`config.mk`:
```
export PLATFORM = sky130hd
export DESIGN_NAME = lfu_page_replacement
export DESIGN_NICKNAME = d
export VERILOG_FILES = /design/src/hdl/lfu_pkg.sv /design/src/hdl/lfu_cell.sv /design/src/hdl/lfu_page_replacement.sv
export VERILOG_INCLUDE_DIRS = /design/src /design/src/hdl
export SDC_FILE = /design/constraint.sdc
export NUM_CORES = 2
export LEC_CHECK = 0
export BUFFER_PORTS_ARGS = -buffer_cell sky130_fd_sc_hd__buf_2
export CAP_MARGIN = 30
export CORE_UTILIZATION = 60
export CTS_CLUSTER_DIAMETER = 50
export DETAILED_ROUTE_END_ITERATION = 8
export PLACE_DENSITY = 0.75
export SYNTH_ARGS = -nofsm -noshare
export SYNTH_HDL_FRONTEND = slang
export SYNTH_SLANG_ARGS = --single-unit
```
`constraint.sdc`:
```
create_clock -name clk -period 9.6 [get_ports clk]
set_input_delay 0.48 -clock clk [delete_from_list [all_inputs] [get_ports clk]]
set_output_delay 0.48 -clock clk [all_outputs]
set_load 0.02 [all_outputs]
```
`src/hdl/assert_macros.svh`:
```
// ----------------------------------------------------------------------------
// Assertion macros
// Clocked implication checks shared by the replacement RTL.
// ----------------------------------------------------------------------------
`ifndef ASSERT_MACROS_SVH
`define ASSERT_MACROS_SVH

`ifndef ASSERT_OFF

// Same-cycle implication, disabled while reset is asserted
`define ASSERT_IMP(lbl, clk, rst_n, ante, cons) \
  lbl: assert property (@(posedge clk) disable iff (!rst_n) (ante) |-> (cons)) \
    else $error("assertion failed");

// Next-cycle implication, disabled while reset is asserted
`define ASSERT_NXT(lbl, clk, rst_n, ante, cons) \
  lbl: assert property (@(posedge clk) disable iff (!rst_n) (ante) |=> (cons)) \
    else $error("assertion failed");

`else

`define ASSERT_IMP(lbl, clk, rst_n, ante, cons)
`define ASSERT_NXT(lbl, clk, rst_n, ante, cons)

`endif

`endif

```
`src/hdl/lfu_pkg.sv`:
```
// ----------------------------------------------------------------------------
// LFU replacement package
// Defaults and the control types passed along the frame cell chain.
// ----------------------------------------------------------------------------
package lfu_pkg;

  localparam int FRAMES_DEF     = 16;
  localparam int PAGE_BITS_DEF  = 20;
  localparam int COUNT_BITS_DEF = 16;

  localparam int LIMIT_W     = 5;   // frames_in_use register width
  localparam int SLOT_OUT_W  = 4;   // reported slot width
  localparam int FAULT_W     = 32;
  localparam logic [LIMIT_W-1:0] LIMIT_RST = LIMIT_W'(16);

  // search token status, one hop per cycle along the chain
  typedef struct packed {
    logic active;   // token is at this position
    logic found;    // an earlier cell already matched
  } probe_ctl_t;

  // commit command broadcast to every cell
  typedef struct packed {
    logic wr;       // update the addressed cell this cycle
    logic hit;      // 1: bump use count, 0: load new page
  } commit_cmd_t;

endpackage

```
`src/hdl/lfu_cell.sv`:
```
// ----------------------------------------------------------------------------
// LFU frame cell
// Holds one frame and folds it into the passing match / minimum search.
// ----------------------------------------------------------------------------
`include "assert_macros.svh"

module lfu_cell #(
  parameter int IDX        = 0,
  parameter int IDX_W      = 4,
  parameter int PAGE_BITS  = 20,
  parameter int COUNT_BITS = 16
) (
  input  logic                    clk,
  input  logic                    rst_n,
  input  logic                    en,          // cell lies within the frame limit
  input  logic [PAGE_BITS-1:0]    key,
  input  lfu_pkg::probe_ctl_t     ctl_i,
  input  logic [IDX_W-1:0]        hit_slot_i,
  input  logic [IDX_W-1:0]        min_slot_i,
  input  logic [COUNT_BITS-1:0]   best_i,
  output lfu_pkg::probe_ctl_t     ctl_r,
  output logic [IDX_W-1:0]        hit_slot_r,
  output logic [IDX_W-1:0]        min_slot_r,
  output logic [COUNT_BITS-1:0]   best_r,
  input  lfu_pkg::commit_cmd_t    cmd,
  input  logic [IDX_W-1:0]        cmd_slot,
  input  logic [PAGE_BITS-1:0]    cmd_page
);
  import lfu_pkg::*;

  localparam logic [IDX_W-1:0] MY_IDX = IDX_W'(IDX);
  localparam bit FIRST = (IDX == 0);

  logic [PAGE_BITS-1:0]  page_r;
  logic                  valid_r;
  logic [COUNT_BITS-1:0] cnt_r;

  logic [COUNT_BITS-1:0] cnt_eff;
  logic                  match;
  logic                  take_min;
  logic                  sel;
  probe_ctl_t            ctl_nxt;

  assign cnt_eff  = valid_r ? cnt_r : '0;
  assign match    = en && valid_r && (page_r == key) && !ctl_i.found;
  assign take_min = en && (FIRST || (cnt_eff < best_i));
  assign sel      = cmd.wr && (cmd_slot == MY_IDX);

  always_comb begin
    ctl_nxt.active = ctl_i.active;
    ctl_nxt.found  = ctl_i.found | match;
  end

  // probe stage
  always_ff @(posedge clk) begin
    if (!rst_n) begin
      ctl_r <= '0;
    end else begin
      ctl_r <= ctl_nxt;
    end
  end

  always_ff @(posedge clk) begin
    hit_slot_r <= match ? MY_IDX : hit_slot_i;
    min_slot_r <= take_min ? MY_IDX : min_slot_i;
    best_r     <= take_min ? cnt_eff : best_i;
  end

  // frame state
  always_ff @(posedge clk) begin
    if (!rst_n) begin
      valid_r <= 1'b0;
      cnt_r   <= '0;
    end else if (sel) begin
      if (cmd.hit) begin
        if (cnt_r != '1) begin
          cnt_r <= cnt_r + COUNT_BITS'(1);
        end
      end else begin
        valid_r <= 1'b1;
        cnt_r   <= COUNT_BITS'(1);
      end
    end
  end

  always_ff @(posedge clk) begin
    if (sel && !cmd.hit) begin
      page_r <= cmd_page;
    end
  end

  // an empty frame never carries a use count
  `ASSERT_IMP(a_empty_zero, clk, rst_n, !valid_r, cnt_r == '0)
  // a fill leaves the frame resident with count one
  `ASSERT_NXT(a_fill, clk, rst_n, sel && !cmd.hit, valid_r && (cnt_r == COUNT_BITS'(1)))
  // an earlier match is never overridden downstream
  `ASSERT_NXT(a_first_hit, clk, rst_n, ctl_i.found, hit_slot_r == $past(hit_slot_i))

endmodule

```
`src/hdl/lfu_page_replacement.sv`:
```
// ----------------------------------------------------------------------------
// LFU page replacement
// Fully associative frame table with least-frequently-used replacement.
// ----------------------------------------------------------------------------
//
//  Channel | Direction | Handshake            | Payload
//  --------+-----------+----------------------+------------------------------
//  in      | input     | in_valid / in_stall  | in_page_id
//  out     | output    | out_valid / out_stall| out_hit, out_frame_slot,
//          |           |                      | out_fault_total
//  cfg     | input     | cfg_we               | cfg_wdata (frames_in_use)
//
//  The search token walks the cell chain one frame per cycle, then the
//  tail result is latched and committed to the addressed cell.
//  Only one transaction is in flight; the next is accepted while the
//  previous result still waits in the output register.
//  Reset (synchronous, active low) empties every frame, zeros the fault
//  total and sets the frame limit to 16. No clearing pass is needed.
//  A stalled result holds the commit back until the output register frees.
// ----------------------------------------------------------------------------

module lfu_page_replacement #(
  parameter int FRAMES     = lfu_pkg::FRAMES_DEF,
  parameter int PAGE_BITS  = lfu_pkg::PAGE_BITS_DEF,
  parameter int COUNT_BITS = lfu_pkg::COUNT_BITS_DEF
) (
  input  logic                              clk,
  input  logic                              rst_n,
  // input channel
  input  logic                              in_valid,
  output logic                              in_stall,
  input  logic [PAGE_BITS-1:0]              in_page_id,
  // result channel
  output logic                              out_valid,
  input  logic                              out_stall,
  output logic                              out_hit,
  output logic [lfu_pkg::SLOT_OUT_W-1:0]    out_frame_slot,
  output logic [lfu_pkg::FAULT_W-1:0]       out_fault_total,
  // configuration
  input  logic                              cfg_we,
  input  logic [lfu_pkg::LIMIT_W-1:0]       cfg_wdata
);
  import lfu_pkg::*;

  localparam int IDX_W = (FRAMES > 1) ? $clog2(FRAMES) : 1;
  localparam int NW    = $clog2(FRAMES + 1);
  localparam int LW    = (NW > LIMIT_W) ? NW : LIMIT_W;   // limit compare width

  typedef enum logic [2:0] {
    ST_IDLE   = 3'b001,
    ST_SEARCH = 3'b010,
    ST_COMMIT = 3'b100
  } state_t;

  state_t                  state_r, state_nxt;
  logic [LIMIT_W-1:0]      limit_r;
  logic [PAGE_BITS-1:0]    key_r;
  logic                    tok_r;
  logic                    res_hit_r;
  logic [IDX_W-1:0]        res_slot_r;
  logic [FAULT_W-1:0]      fault_r, fault_nxt;
  logic                    out_valid_r;
  logic                    out_hit_r;
  logic [SLOT_OUT_W-1:0]   out_slot_r;
  logic [FAULT_W-1:0]      out_fault_r;

  logic                    accept;
  logic                    out_free;
  logic                    commit;
  logic [LW-1:0]           limit_ext;
  logic [LW-1:0]           n_eff;
  logic [FRAMES-1:0]       en;
  logic [IDX_W+SLOT_OUT_W-1:0] slot_ext;
  commit_cmd_t             cmd;

  // chain links: index k feeds cell k, index FRAMES is the tail
  probe_ctl_t              ctl_l  [FRAMES+1];
  logic [IDX_W-1:0]        hslot_l[FRAMES+1];
  logic [IDX_W-1:0]        mslot_l[FRAMES+1];
  logic [COUNT_BITS-1:0]   best_l [FRAMES+1];

  // ---- handshakes --------------------------------------------------------
  assign in_stall  = (state_r != ST_IDLE);
  assign accept    = in_valid && !in_stall;
  assign out_free  = !out_valid_r || !out_stall;
  assign commit    = (state_r == ST_COMMIT) && out_free;

  // ---- effective frame limit: zero acts as one, clipped to FRAMES -------
  assign limit_ext = LW'(limit_r);
  always_comb begin
    if (limit_r == '0) begin
      n_eff = LW'(1);
    end else if (limit_ext > LW'(FRAMES)) begin
      n_eff = LW'(FRAMES);
    end else begin
      n_eff = limit_ext;
    end
  end

  always_ff @(posedge clk) begin
    if (!rst_n) begin
      limit_r <= LIMIT_RST;
    end else if (cfg_we) begin
      limit_r <= cfg_wdata;
    end
  end

  // ---- chain head: fresh token, nothing found yet ------------------------
  always_comb begin
    ctl_l[0].active = tok_r;
    ctl_l[0].found  = 1'b0;
  end
  assign hslot_l[0] = '0;
  assign mslot_l[0] = '0;
  assign best_l[0]  = '0;

  assign cmd.wr  = commit;
  assign cmd.hit = res_hit_r;

  for (genvar i = 0; i < FRAMES; i++) begin : g_cell
    assign en[i] = (LW'(i) < n_eff);

    lfu_cell #(
      .IDX        (i),
      .IDX_W      (IDX_W),
      .PAGE_BITS  (PAGE_BITS),
      .COUNT_BITS (COUNT_BITS)
    ) u_cell (
      .clk        (clk),
      .rst_n      (rst_n),
      .en         (en[i]),
      .key        (key_r),
      .ctl_i      (ctl_l[i]),
      .hit_slot_i (hslot_l[i]),
      .min_slot_i (mslot_l[i]),
      .best_i     (best_l[i]),
      .ctl_r      (ctl_l[i+1]),
      .hit_slot_r (hslot_l[i+1]),
      .min_slot_r (mslot_l[i+1]),
      .best_r     (best_l[i+1]),
      .cmd        (cmd),
      .cmd_slot   (res_slot_r),
      .cmd_page   (key_r)
    );
  end

  // ---- sequencer ---------------------------------------------------------
  always_comb begin
    state_nxt = state_r;
    case (state_r)
      ST_IDLE:   if (accept) state_nxt = ST_SEARCH;
      ST_SEARCH: if (ctl_l[FRAMES].active) state_nxt = ST_COMMIT;
      ST_COMMIT: if (out_free) state_nxt = ST_IDLE;
      default:   state_nxt = ST_IDLE;
    endcase
  end

  always_ff @(posedge clk) begin
    if (!rst_n) begin
      state_r <= ST_IDLE;
      tok_r   <= 1'b0;
    end else begin
      state_r <= state_nxt;
      tok_r   <= accept;
    end
  end

  always_ff @(posedge clk) begin
    if (accept) begin
      key_r <= in_page_id;
    end
  end

  // tail of the chain: first match wins, otherwise the minimum holder
  always_ff @(posedge clk) begin
    if ((state_r == ST_SEARCH) && ctl_l[FRAMES].active) begin
      res_hit_r  <= ctl_l[FRAMES].found;
      res_slot_r <= ctl_l[FRAMES].found ? hslot_l[FRAMES] : mslot_l[FRAMES];
    end
  end

  // ---- fault total, saturating ------------------------------------------
  assign fault_nxt = (!res_hit_r && (fault_r != '1)) ? fault_r + FAULT_W'(1) : fault_r;

  always_ff @(posedge clk) begin
    if (!rst_n) begin
      fault_r <= '0;
    end else if (commit) begin
      fault_r <= fault_nxt;
    end
  end

  // ---- output register ---------------------------------------------------
  assign slot_ext = {{SLOT_OUT_W{1'b0}}, res_slot_r};

  always_ff @(posedge clk) begin
    if (!rst_n) begin
      out_valid_r <= 1'b0;
    end else if (commit) begin
      out_valid_r <= 1'b1;
    end else if (!out_stall) begin
      out_valid_r <= 1'b0;
    end
  end

  always_ff @(posedge clk) begin
    if (commit) begin
      out_hit_r   <= res_hit_r;
      out_slot_r  <= slot_ext[SLOT_OUT_W-1:0];
      out_fault_r <= fault_nxt;
    end
  end

  assign out_valid       = out_valid_r;
  assign out_hit         = out_hit_r;
  assign out_frame_slot  = out_slot_r;
  assign out_fault_total = out_fault_r;

endmodule
```
==> insert_results.sql <==
INSERT INTO impl_metrics (metric_group, metric, value, unit) VALUES
('global_route', 'global_route_wire_length_before_repair', '174000', 'µm'),
('global_route', 'antenna_found_initial', '0', ''),
('timing', 'rsz0062_at_grt', 'false', ''),
('global_route', 'grt_start_max_net_pins', '59', ''),
('die', 'core.rowCount', '103', ''),
('logic_synthesis', 'synth_nets', '4743', ''),
('logic_synthesis', 'proportion_of_synthesized_flip_flops_having_asynchronous_set_or_reset', '0', '%'),
('route', 'detail_route.iter0.violations', '2313', ''),
('cells_and_area', 'drive_above_1_share', '13.5', '%'),
('clock_network', 'tritoncts', 'built', ''),
('global_route', 'grt_pass1_vias', '31693', ''),
('route', 'route.detailed.wl_per_inst', '19.1', 'µm'),
('timing', 'finalHoldViolations', '0', ''),
('power_and_ir_drop', 'clock_power_share', '48.0', '%'),
('cells_and_area', 'antenna-diode-count', '0', ''),
('logic_synthesis', 'synth-warning-count', '0', ''),
('global_route', 'grt.overflow.total', '0', ''),
('power_and_ir_drop', 'power-per-cell-area', '175', 'mW/mm²'),
('route', 'wl', '110000', 'µm'),
('power_and_ir_drop', 'peakVddDrop', '0.205', 'mV'),
('clock_network', 'root_buffer', 'clkbuf_16', ''),
('run_status', 'status', 'complete, no violations', ''),
('route', 'route.detailed.drc', '0', ''),
('run', 'max-cap-violations', '0', ''),
('placement', 'io_buffer_count', '68', ''),
('hold_path', 'hold_path.startpoint', 'cfg_wdata[0]', ''),
('logic_synthesis', 'synth-seq-cells', '1066', ''),
('clock_network', 'clkLatencyLatePin', '690', 'ps'),
('critical_path', 'timing.critical_path.to', 'g_cell[2].u_cell.best_r[9]', ''),
('clock_network', 'numCtsBuffers', '119', ''),
('logic_synthesis', 'yosys_most_used_dff', 'dfxtp_1', ''),
('cells_and_area', 'area_delta_synth_final', '12.8', '%'),
('power_and_ir_drop', 'net-switching-power', '2.08', 'mW'),
('logic_synthesis', 'syn-instance-count', '4471', ''),
('critical_path', 'start_kind', 'register', ''),
('timing', 'tightest_slew', '1070', 'ps'),
('critical_path', 'worstSetupStartpoint', 'g_cell[2].u_cell.valid_r', ''),
('clock_network', 'clkSinkCount', '1066', ''),
('placement', 'gp_congestion', '0.893', ''),
('route', 'via_count', '32194', ''),
('clock_network', 'cts_setup_buffers', '0', ''),
('critical_path', 'crit_fanout', '18', ''),
('timing', 'tns', '0', 'ps'),
('die', 'y_dimension_of_the_die', '285', 'µm'),
('power_and_ir_drop', 'pwr-share-seq', '49.4', '%'),
('power_and_ir_drop', 'p_leak', '20.5', 'nW'),
('route', 'post_drt_via_cell_ratio', '5.59', ''),
('die', 'start_util', '60.8', '%'),
('timing', 'maxSlewHeadroom', '28.8', '%'),
('timing', 'maxSlewViolCount', '0', ''),
('cells_and_area', 'fillCellCount', '5860', ''),
('cells_and_area', 'fin_util', '68.6', '%'),
('timing', 'peak_freq', '0.291', 'GHz'),
('die', 'design.core.area', '0.0791', 'mm²'),
('critical_path', 'setup_crit_path_kind', 'reg -> reg', ''),
('cells_and_area', 'final_nets', '4878', ''),
('die', 'fp.dieArea', '0.0813', 'mm²'),
('critical_path', 'worst-r2r-cell-count', '9', ''),
('logic_synthesis', 'synthDistinctLibCells', '69', ''),
('power_and_ir_drop', 'power.combinational.fraction', '2.6', '%'),
('logic_synthesis', 'syn-mean-instance-area', '10.8', 'µm²'),
('global_route', 'grtUsageTotal', '27.0', '%'),
('route', 'drt_first_pass_iters', '5', ''),
('route', 'detail-route-antenna-nets', '0', ''),
('cells_and_area', 'mostFrequentLayoutCell', 'dfxtp_1', ''),
('timing', 'post-route-period-util', '35.8', '%'),
('cells_and_area', 'mostFrequentLayoutCells', 'dfxtp_1, edfxtp_1, nor2_1', ''),
('critical_path', 'worst_r2r_endpoint', 'g_cell[2].u_cell.best_r[9]', ''),
('logic_synthesis', 'synth_enable_flop_cells', '382', ''),
('power_and_ir_drop', 'p_int', '7.42', 'mW'),
('critical_path', 'timing.critical_path.to_type', 'register', '');
## through the flow
stage          setup WS [ps]  hold slack (ps)  area [µm²]  power (mW)  cells
2_1_floorplan           5830              386       48100        4.94   4471
3_3_place_gp            6320              391       49700        5.02   5488
3_5_place_dp            6260              391       50000        5.03   5510
4_1_cts                 6160             4.30       54200        9.57   5757
5_1_grt                 5920             33.0       54300        9.79   5761
6_report                6160             40.1       54300        9.50   5761
## cell families after synthesis
kind of cell               after synthesis  share of synthesized area [%]
buffers and inverters                  438                           3.46
DFF                                   1066                           52.3
xor gates and xnor gates               580                           10.6
adders and majority gates              242                           6.29
and+or+nand+nor                       1566                           17.2
AOI/OAI and AO/OA                      330                           4.49
muxes                                  249                           5.75
## how the worst min path moves through the flow
stage	end	cells past startpoint
6_report	limit_ext[0]	3
5_1_grt	limit_ext[0]	3
4_1_cts	limit_ext[0]	3
3_5_place_dp	g_cell[10].u_cell.min_slot_r[1]	1
3_3_place_gp	g_cell[11].u_cell.min_slot_r[1]	1
2_1_floorplan	g_cell[10].u_cell.hit_slot_r[1]	1
## area by class of cell
| cell class | instances | area [µm²] | area share (%) |
|---|---|---|---|
| clock buffer | 162 | 3410 | 6.27 |
| multi-input combinational | 2967 | 21400 | 39.5 |
| inverter | 282 | 1060 | 1.95 |
| timing repair buffer | 170 | 1250 | 2.30 |
| clock inverter | 64 | 659 | 1.21 |
| tap | 1050 | 1310 | 2.42 |
| sequential | 1066 | 25200 | 46.4 |
## synth_stat cells, drive strengths merged (36+ instances only)
master,number,area (µm²)
mux2,218,2450
ha,242,3030
a21o,36,270
edfxtp,382,11500
nor4,61,388
nand2,186,698
xnor2,291,2550
nand3,130,651
dfxtp,684,13700
inv,281,1050
nor2,387,1450
o21ai,68,340
and2,297,1860
nand2b,50,313
xor2,289,2530
nor3,70,360
and3,77,482
clkbuf,136,512
a21oi,110,551
nand4,173,1080
## sequential cells by signal, indices dropped and copies added, names as in the netlist
signal,flops
g_cell.u_cell.page_r,320
g_cell.u_cell.cnt_r,256
g_cell.u_cell.best_r,240
g_cell.u_cell.hit_slot_r,49
g_cell.u_cell.min_slot_r,49
fault_r,32
g_cell.u_cell.ctl_r,32
out_fault_total,32
key_r,20
g_cell.u_cell.valid_r,16
limit_ext,5
out_frame_slot,4
res_slot_r,4
state_r,3
out_hit,1
out_valid,1
res_hit_r,1
tok_r,1
## routing by layer
layer	track usage, %	share of wire (%)	wire length [µm]
met5	0	0	0
met4	9.39	3.4	3720
met3	3.32	4.5	4920
met2	45.7	48	52500
met1	35.8	44	48700
## power by group through the flow
stage                     combinational (mW)  clock, mW  sequential, mW
after floorplan                        0.138          0            4.80
final                                  0.245       4.57            4.69
after detailed placement               0.238          0            4.79
after global placement                 0.230          0            4.79
after CTS                              0.247       4.63            4.69
after global routing                   0.264       4.84            4.69
## worst max-delay path, cell delays in order, from the launching register on
cell,delay [ps]
dfxtp_1,660
and2_1,230
ha_1,240
a21oi_1,150
o21ai_0,130
a2111oi_0,410
a211oi_1,180
a2111oi_4,630
buf_4,310
mux2_2,350
## what timing repair did
| action | in CTS | in global routing |
|---|---|---|
| endpoints found under the hold margin | 21 | 0 |
| gates resized for setup | 0 | 0 |
| hold buffers | 21 | 0 |
Note: power is estimated with default switching activity, not from simulation.
